### src/hdl/gspc_pkg.sv
// shared types and constants of the gate sound presence controller
package gspc_pkg;

	localparam int CFG_IDX_BITS  = 3;
	localparam int CFG_DATA_BITS = 16;

	localparam logic [CFG_IDX_BITS-1:0] REG_SOUND_THRESHOLD = 3'd0;
	localparam logic [CFG_IDX_BITS-1:0] REG_ECHO_LIMIT_US   = 3'd1;
	localparam logic [CFG_IDX_BITS-1:0] REG_LOCKOUT_MS      = 3'd2;
	localparam logic [CFG_IDX_BITS-1:0] REG_LED_HOLD_MS     = 3'd3;
	localparam logic [CFG_IDX_BITS-1:0] REG_BLINK_MS        = 3'd4;
	localparam logic [CFG_IDX_BITS-1:0] REG_OPEN_STEP_MS    = 3'd5;
	localparam logic [CFG_IDX_BITS-1:0] REG_CLOSE_STEP_MS   = 3'd6;
	localparam logic [CFG_IDX_BITS-1:0] REG_OPEN_ANGLE      = 3'd7;

	localparam logic [9:0]  RST_SOUND_THRESHOLD = 10'd15;
	localparam logic [14:0] RST_ECHO_LIMIT_US   = 15'd1470;
	localparam logic [15:0] RST_LOCKOUT_MS      = 16'd3000;
	localparam logic [15:0] RST_LED_HOLD_MS     = 16'd5000;
	localparam logic [15:0] RST_BLINK_MS        = 16'd500;
	localparam logic [7:0]  RST_OPEN_STEP_MS    = 8'd30;
	localparam logic [7:0]  RST_CLOSE_STEP_MS   = 8'd15;
	localparam logic [7:0]  RST_OPEN_ANGLE      = 8'd120;

	typedef struct packed {
		logic [9:0]  sound_threshold;
		logic [14:0] echo_limit_us;
		logic [15:0] lockout_ms;
		logic [15:0] led_hold_ms;
		logic [15:0] blink_ms;
		logic [7:0]  open_step_ms;
		logic [7:0]  close_step_ms;
		logic [7:0]  open_angle;
	} cfg_t;

	typedef struct packed {
		logic       gate_is_open;
		logic       main_led;
		logic       amber_led;
		logic       red_led;
		logic       move_start;
		logic [7:0] move_target;
		logic [7:0] move_step_ms;
	} result_t;

endpackage

### src/hdl/gspc_cfg_regs.sv
// configuration register file of the gate controller
module gspc_cfg_regs (
	input  logic                               clk,
	input  logic                               arst_n,
	input  logic                               cfg_we,
	input  logic [gspc_pkg::CFG_IDX_BITS-1:0]  cfg_index,
	input  logic [gspc_pkg::CFG_DATA_BITS-1:0] cfg_data,
	output gspc_pkg::cfg_t                     cfg
);
	import gspc_pkg::*;

	cfg_t cfg_q;

	always_ff @(posedge clk or negedge arst_n) begin
		if (!arst_n) begin
			cfg_q.sound_threshold <= RST_SOUND_THRESHOLD;
			cfg_q.echo_limit_us   <= RST_ECHO_LIMIT_US;
			cfg_q.lockout_ms      <= RST_LOCKOUT_MS;
			cfg_q.led_hold_ms     <= RST_LED_HOLD_MS;
			cfg_q.blink_ms        <= RST_BLINK_MS;
			cfg_q.open_step_ms    <= RST_OPEN_STEP_MS;
			cfg_q.close_step_ms   <= RST_CLOSE_STEP_MS;
			cfg_q.open_angle      <= RST_OPEN_ANGLE;
		end else if (cfg_we) begin
			unique case (cfg_index)
				REG_SOUND_THRESHOLD: cfg_q.sound_threshold <= cfg_data[9:0];
				REG_ECHO_LIMIT_US:   cfg_q.echo_limit_us   <= cfg_data[14:0];
				REG_LOCKOUT_MS:      cfg_q.lockout_ms      <= cfg_data;
				REG_LED_HOLD_MS:     cfg_q.led_hold_ms     <= cfg_data;
				REG_BLINK_MS:        cfg_q.blink_ms        <= cfg_data;
				REG_OPEN_STEP_MS:    cfg_q.open_step_ms    <= cfg_data[7:0];
				REG_CLOSE_STEP_MS:   cfg_q.close_step_ms   <= cfg_data[7:0];
				REG_OPEN_ANGLE:      cfg_q.open_angle      <= cfg_data[7:0];
				default: ;
			endcase
		end
	end

	assign cfg = cfg_q;

endmodule

### src/hdl/gspc_core.sv
// per-poll decision logic and controller state
module gspc_core #(
	parameter int SAMPLE_BITS = 10,
	parameter int TIME_BITS   = 32
) (
	input  logic                   clk,
	input  logic                   arst_n,
	input  logic                   fire,
	input  logic [TIME_BITS-1:0]   now_ms,
	input  logic [SAMPLE_BITS-1:0] mic_sample,
	input  logic [14:0]            echo_us,
	input  gspc_pkg::cfg_t         cfg,
	output gspc_pkg::result_t      result
);
	import gspc_pkg::*;

	localparam int CMP_BITS = SAMPLE_BITS + 10;
	localparam int PROD_BITS = 17;
	localparam int SUM_BITS = TIME_BITS + PROD_BITS;

	logic [SAMPLE_BITS-1:0] prev_sample_q;
	logic                   gate_open_q, consumed_q, hold_pending_q, blink_en_q, amber_phase_q;
	logic                   main_q, amber_q, red_q;
	logic [TIME_BITS-1:0]   last_action_q, close_time_q, last_blink_q;

	logic                   gate_open_d, consumed_d, hold_pending_d, blink_en_d, amber_phase_d;
	logic                   main_d, amber_d, red_d;
	logic [TIME_BITS-1:0]   last_action_d, close_time_d, last_blink_d;

	logic [SAMPLE_BITS-1:0] diff;
	logic                   sound, presence, lock_ok, blink_due;
	logic [PROD_BITS-1:0]   ramp_ms;
	logic [SUM_BITS-1:0]    ramp_end;
	logic [TIME_BITS-1:0]   el_blink, el_action, el_close;

	assign diff = (mic_sample >= prev_sample_q) ? mic_sample - prev_sample_q
	                                            : prev_sample_q - mic_sample;
	assign sound = CMP_BITS'(diff) > CMP_BITS'(cfg.sound_threshold);
	assign presence = (echo_us != 15'd0) && (echo_us <= cfg.echo_limit_us);

	assign el_blink  = now_ms - last_blink_q;
	assign el_action = now_ms - last_action_q;
	assign el_close  = now_ms - close_time_q;
	assign blink_due = blink_en_q && (el_blink >= TIME_BITS'(cfg.blink_ms));
	assign lock_ok   = el_action > TIME_BITS'(cfg.lockout_ms);

	// end of the opening ramp: now + (angle+1) * step
	assign ramp_ms  = PROD_BITS'({1'b0, cfg.open_angle} + 9'd1) * PROD_BITS'(cfg.open_step_ms);
	assign ramp_end = SUM_BITS'(now_ms) + SUM_BITS'(ramp_ms);

	always_comb begin
		gate_open_d    = gate_open_q;
		consumed_d     = consumed_q;
		hold_pending_d = hold_pending_q;
		blink_en_d     = blink_en_q;
		amber_phase_d  = amber_phase_q;
		main_d         = main_q;
		amber_d        = amber_q;
		red_d          = red_q;
		last_action_d  = last_action_q;
		close_time_d   = close_time_q;
		last_blink_d   = last_blink_q;
		result         = '0;

		if (blink_due) begin
			last_blink_d  = now_ms;
			amber_d       = !amber_phase_q;
			red_d         = amber_phase_q;
			amber_phase_d = !amber_phase_q;
		end

		if (!gate_open_q && sound && presence && !consumed_q && lock_ok) begin
			main_d              = 1'b1;
			blink_en_d          = 1'b1;
			result.move_start   = 1'b1;
			result.move_target  = cfg.open_angle;
			result.move_step_ms = cfg.open_step_ms;
			gate_open_d         = 1'b1;
			last_action_d       = ramp_end[TIME_BITS-1:0];
			consumed_d          = 1'b1;
		end else if (gate_open_q && sound && !consumed_q && lock_ok) begin
			result.move_start   = 1'b1;
			result.move_step_ms = cfg.close_step_ms;
			gate_open_d         = 1'b0;
			last_action_d       = now_ms;
			close_time_d        = now_ms;
			hold_pending_d      = 1'b1;
			consumed_d          = 1'b1;
			blink_en_d          = 1'b0;
			amber_d             = 1'b0;
			red_d               = 1'b0;
		end

		// close_time is unchanged or equal to now, so el_close stays valid
		if (!gate_open_d && hold_pending_d &&
		    ((close_time_d == now_ms ? '0 : el_close) > TIME_BITS'(cfg.led_hold_ms))) begin
			main_d         = 1'b0;
			hold_pending_d = 1'b0;
		end

		if (!sound)
			consumed_d = 1'b0;

		result.gate_is_open = gate_open_d;
		result.main_led     = main_d;
		result.amber_led    = amber_d;
		result.red_led      = red_d;
	end

	always_ff @(posedge clk or negedge arst_n) begin
		if (!arst_n) begin
			prev_sample_q  <= '0;
			gate_open_q    <= 1'b0;
			consumed_q     <= 1'b0;
			hold_pending_q <= 1'b0;
			blink_en_q     <= 1'b0;
			amber_phase_q  <= 1'b0;
			main_q         <= 1'b0;
			amber_q        <= 1'b0;
			red_q          <= 1'b0;
			last_action_q  <= '0;
			close_time_q   <= '0;
			last_blink_q   <= '0;
		end else if (fire) begin
			prev_sample_q  <= mic_sample;
			gate_open_q    <= gate_open_d;
			consumed_q     <= consumed_d;
			hold_pending_q <= hold_pending_d;
			blink_en_q     <= blink_en_d;
			amber_phase_q  <= amber_phase_d;
			main_q         <= main_d;
			amber_q        <= amber_d;
			red_q          <= red_d;
			last_action_q  <= last_action_d;
			close_time_q   <= close_time_d;
			last_blink_q   <= last_blink_d;
		end
	end

endmodule

### src/hdl/gate_sound_presence_controller.sv
// top level of the gate sound presence controller
// Each input transaction is one sensor poll; the block returns one result
// transaction per poll. Polls are registered, evaluated in a single pass of
// compare and wrapping-subtract logic that also updates the controller state,
// and the result is registered, so a poll can be accepted every cycle and its
// result is offered from the result register. The output register lets a new
// poll enter while a result waits; throughput drops only while the downstream
// side stalls. Configuration takes effect on the next poll.
module gate_sound_presence_controller #(
	parameter int SAMPLE_BITS = 10,
	parameter int TIME_BITS   = 32
) (
	input  logic                               clk,
	input  logic                               arst_n,
	input  logic                               in_valid,
	output logic                               in_stall,
	input  logic [TIME_BITS-1:0]               now_ms,
	input  logic [SAMPLE_BITS-1:0]             mic_sample,
	input  logic [14:0]                        echo_us,
	output logic                               out_valid,
	input  logic                               out_stall,
	output logic                               gate_is_open,
	output logic                               main_led,
	output logic                               amber_led,
	output logic                               red_led,
	output logic                               move_start,
	output logic [7:0]                         move_target,
	output logic [7:0]                         move_step_ms,
	input  logic                               cfg_we,
	input  logic [gspc_pkg::CFG_IDX_BITS-1:0]  cfg_index,
	input  logic [gspc_pkg::CFG_DATA_BITS-1:0] cfg_data
);
	import gspc_pkg::*;

	cfg_t    cfg;
	result_t step_res;
	result_t result_q;

	logic                   valid_s1;
	logic [TIME_BITS-1:0]   now_s1;
	logic [SAMPLE_BITS-1:0] sample_s1;
	logic [14:0]            echo_s1;
	logic                   out_valid_q;
	logic                   out_free, advance, in_take;

	assign out_free = !out_valid_q || !out_stall;
	assign advance  = valid_s1 && out_free;
	assign in_stall = valid_s1 && !out_free;
	assign in_take  = in_valid && !in_stall;

	gspc_cfg_regs u_cfg (
		.clk       (clk),
		.arst_n    (arst_n),
		.cfg_we    (cfg_we),
		.cfg_index (cfg_index),
		.cfg_data  (cfg_data),
		.cfg       (cfg)
	);

	gspc_core #(
		.SAMPLE_BITS (SAMPLE_BITS),
		.TIME_BITS   (TIME_BITS)
	) u_core (
		.clk        (clk),
		.arst_n     (arst_n),
		.fire       (advance),
		.now_ms     (now_s1),
		.mic_sample (sample_s1),
		.echo_us    (echo_s1),
		.cfg        (cfg),
		.result     (step_res)
	);

	// input stage
	always_ff @(posedge clk or negedge arst_n) begin
		if (!arst_n) begin
			valid_s1 <= 1'b0;
		end else if (in_take) begin
			valid_s1 <= 1'b1;
		end else if (advance) begin
			valid_s1 <= 1'b0;
		end
	end

	always_ff @(posedge clk) begin
		if (in_take) begin
			now_s1    <= now_ms;
			sample_s1 <= mic_sample;
			echo_s1   <= echo_us;
		end
	end

	// result register
	always_ff @(posedge clk or negedge arst_n) begin
		if (!arst_n) begin
			out_valid_q <= 1'b0;
		end else if (advance) begin
			out_valid_q <= 1'b1;
		end else if (!out_stall) begin
			out_valid_q <= 1'b0;
		end
	end

	always_ff @(posedge clk) begin
		if (advance)
			result_q <= step_res;
	end

	assign out_valid    = out_valid_q;
	assign gate_is_open = result_q.gate_is_open;
	assign main_led     = result_q.main_led;
	assign amber_led    = result_q.amber_led;
	assign red_led      = result_q.red_led;
	assign move_start   = result_q.move_start;
	assign move_target  = result_q.move_target;
	assign move_step_ms = result_q.move_step_ms;

endmodule

### config.mk
export PLATFORM = sky130hd
export DESIGN_NAME = gate_sound_presence_controller
export DESIGN_NICKNAME = d
export VERILOG_FILES = /design/src/hdl/gspc_pkg.sv /design/src/hdl/gspc_cfg_regs.sv /design/src/hdl/gspc_core.sv /design/src/hdl/gate_sound_presence_controller.sv
export SDC_FILE = /design/constraint.sdc
export NUM_CORES = 1
export LEC_CHECK = 0
export BUFFER_PORTS_ARGS = -buffer_cell sky130_fd_sc_hd__buf_2
export CAP_MARGIN = 20
export CORE_UTILIZATION = 30
export DETAILED_ROUTE_END_ITERATION = 10
export PLACE_DENSITY = 0.49
export SYNTH_ARGS = -nofsm -noshare
export SYNTH_HDL_FRONTEND = slang
export SYNTH_SLANG_ARGS = --single-unit
### constraint.sdc
create_clock -name clk -period 13.7 [get_ports clk]
set_input_delay 0 -clock clk [delete_from_list [all_inputs] [get_ports clk]]
set_output_delay 0 -clock clk [all_outputs]
set_load 0.01 [all_outputs]
==> impl_metrics.csv <==
group,metric,value,unit
outcome,status,"finished, final reports clean",
drt,route.final.wire_length,67700,µm
cts,clkLatencyLatePin,0.56,ns
timing,period_share,66.1,%
place,gp_congestion,0.908,
synth,synthTopCellsByCount,"283 x inv_1, 240 x ha_1, 225 x nand2_1",
global_routing,grt_max_degree,83,
global_routing,grt_overflow,0,
drt,wl_met3,2190,µm
critical_path,worst-path-max-fanout,30,
critical_path,crit_arrival,9.48,ns
drt,dr.pass1.iters,5,
drt,viasPerCell,5.11,
drt,met2_wirelength,32400,µm
floorplanning,die_h,277,µm
floorplanning,rows,100,
power,max-vdd-ir-drop,0.271,mV
synth,syn_nets,2795,
cts,cts_tree,"yes",
floorplanning,core,74600,µm²
synth,synth.most_common_cell,"inv_1",
cells_and_area,drive_gt1_share,14.5,%
global_routing,antenna_found_initial,4,
timing,finalClockSkew,0.0193,ns
cts,post_cts_buffers,0,
power,power.density,276,nW/µm²
power,net-switching-power,3440,µW
synth,yosysTopAreaCell,"dfrtp_1",
critical_path,required,14.13,ns
critical_path,slowest_delay,0.50,ns
drt,antenna_left,0,
synth,ys_types,78,
synth,syn_avg_cell_area,9.34,µm²
place,dp_hpwl,51800,µm
cells_and_area,multiInputGateArea,13600,µm²
timing,slew_viol_final,0,
timing,clock.fmax,110,MHz
flow_run,cap_violations,0,
global_routing,grt_pass1_vias,18686,
critical_path,start_kind,"flip-flop",
timing,tns,0,ns
timing,period_minus_slack,9.06,ns
power,switching_share,47.4,%
drt,met1_length,31400,µm
power,clockPowerShare,14.0,%
cells_and_area,regArea,7720,µm²
synth,synth_flop_cell,"dfrtp_1",
cts,cts_max_path_buffers,3,
critical_path,critical_path_class,"reg2reg",
synth,synth_cells,2426,
cells_and_area,fin_nets,2959,
drt,drt_iter0_drc,1120,
global_routing,track_usage,17.6,%
timing,setup_viol,0,
drt,highest_layer,"met4",
cts,clkTransAtPathRegs,0.06,ns
cells_and_area,fin_area,26300,µm²
cts,cts-buffers-inserted,37,
place,numPortBuffers,103,
timing,relSlewSlack,31.4,%
cells_and_area,syn_to_final_growth,16.1,%
power,p_int,3820,µW
drt,drcViolationCount,0,
floorplanning,dieArea,76600,µm²
synth,ys_async_sr_fraction,73.2,%
cts,cts_sinks,291,
synth,synthDominantCellAreaShare,18.9,%
cells_and_area,antenna-diode-count,0,
cells_and_area,post-route-util,35.3,%
synth,ys_seq_area_share,34.1,%
critical_path,crit_slowest_cell,"a2111oi_0",
timing,tightest_slew,1.00,ns
synth,yosysWarnings,0,
drt,wl_per_cell,18.9,µm
cells_and_area,nFillCells,7683,
timing,hold_viol,0,
synth,synthesis.area,22700,µm²
power,sequentialPowerShare,18.6,%
synth,ys_ff_latch,291,
timing,whs,0.0452,ns
synth,synth_area_leaders,"dfrtp_1 19%, ha_1 13%, edfxtp_1 10%",
global_routing,grt_pass1_wl,106000,µm
min_path,hp-class,"in2async",
floorplanning,die_x,277,µm
power,p_comb_share,67.4,%
synth,synth_edf_count,78,
place,dpl-instance-area,24300,µm²
floorplanning,pin_count,104,
cts,root_buffer,"clkbuf_16",
floorplanning,initial_core_util,30.4,%
drt,dr_total_vias,18328,
cts,h-tree-depth,2,
critical_path,ff2ff_path_depth,33,
critical_path,crit_path_end_kind,"flip-flop",
timing,rsz0062_at_grt,"no",
power,p_leak,0.0119,µW
worst paths after layout:
check	from	end	slack (ns)
worst max-delay path	now_s1[0]	main_led	4.64
worst min-delay path	arst_n	u_core.last_action_q[19]	0.05
worst max register to register	now_s1[0]	main_led	4.64
worst min register to register	u_core.last_action_q[22]	u_core.last_action_q[22]	0.48
max in group asynchronous	arst_n	u_cfg.cfg[46]	12.13
min in group clk	cfg_index[2]	u_cfg.cfg[89]	0.05
flip-flops by register name, indices dropped and copies added (netlist names), 8 cells and up:
name,cells
u_cfg.cfg,97
u_core.close_time_q,32
u_core.last_action_q,32
u_core.last_blink_q,32
now_s1,32
u_core.prev_sample_q,10
echo_s1,15
move_target,8
move_step_ms,8
sample_s1,10
area by class of cell:
type                            count  share of cell area (%)
Multi-Input combinational cell   1769                    51.5
Sequential cell                   291                    29.3
Timing Repair Buffer              208                    5.73
Tap cell                          969                    4.61
Clock buffer                       54                    4.11
Inverter                          283                    4.04
Clock inverter                     14                   0.694
placed cells by master (no fill, tap or decap), types with 27 or more instances in the layout:
cell type	count
nor3_1	29
a21o_1	64
inv_1	283
nor2_1	104
buf_2	102
and2_1	40
nand4_1	27
fa_1	48
mux2_2	115
clkbuf_16	38
o21ai_0	155
dfstp_2	42
a21oi_1	144
nand2_1	225
ha_1	240
nor4_1	27
dlygate4sd3_1	78
nand3_1	32
xnor2_1	66
o21a_1	29
xor2_1	70
buf_4	27
dfrtp_1	171
edfxtp_1	78
metrics by stage:
step / instances / power [µW] / setup slack [ns]
CTS: 3588 / 7300 / 4.55
detailed placement: 3442 / 6210 / 4.61
global placement: 3442 / 6140 / 4.83
global route: 3588 / 7920 / 4.03
floorplan: 2426 / 4930 / 6.33
finish: 3588 / 7250 / 4.64
logic make-up after synthesis:
| group | count (synthesis) | share of synthesized area (%) |
|---|---|---|
| xor gates and xnor gates | 136 | 5.26 |
| AOI/OAI and AO/OA | 606 | 17.3 |
| adders and majority gates | 288 | 17.5 |
| and+or+nand+nor | 607 | 13.2 |
| DFF | 291 | 34.1 |
| muxes | 132 | 6.46 |
| buffers and inverters | 366 | 6.27 |
worst max-delay path: cells and delay by family (launching register included):
family                     cells  cell delay [ns]
AOI/OAI and AO/OA             14             3.48
xor gates and xnor gates       1             0.18
adders and majority gates      4             1.15
buffers and inverters          3             0.55
DFF                            1             0.47
and+or+nand+nor               11             3.04
routing by layer:
metal	track usage, %	vias to the layer above
li1	-	8891
met5	0	-
met4	4.79	0
met2	30.2	349
met3	2.00	97
met1	23.3	8991
power by group through the flow:
stage | clock network (µW) | logic, µW | registers [µW]
finish | 1010 | 4890 | 1350
global route | 1080 | 5460 | 1380
CTS | 1050 | 4900 | 1350
detailed placement | 0 | 4840 | 1370
global placement | 0 | 4790 | 1360
floorplan | 0 | 3620 | 1310
what timing repair did:
item	4_1_cts	5_1_grt
hold buffers	78	0
endpoints found under the hold margin	231	0
setup endpoints to repair	0	0
resized for setup	0	0
No activity file was read; power rests on OpenSTA's default activity.
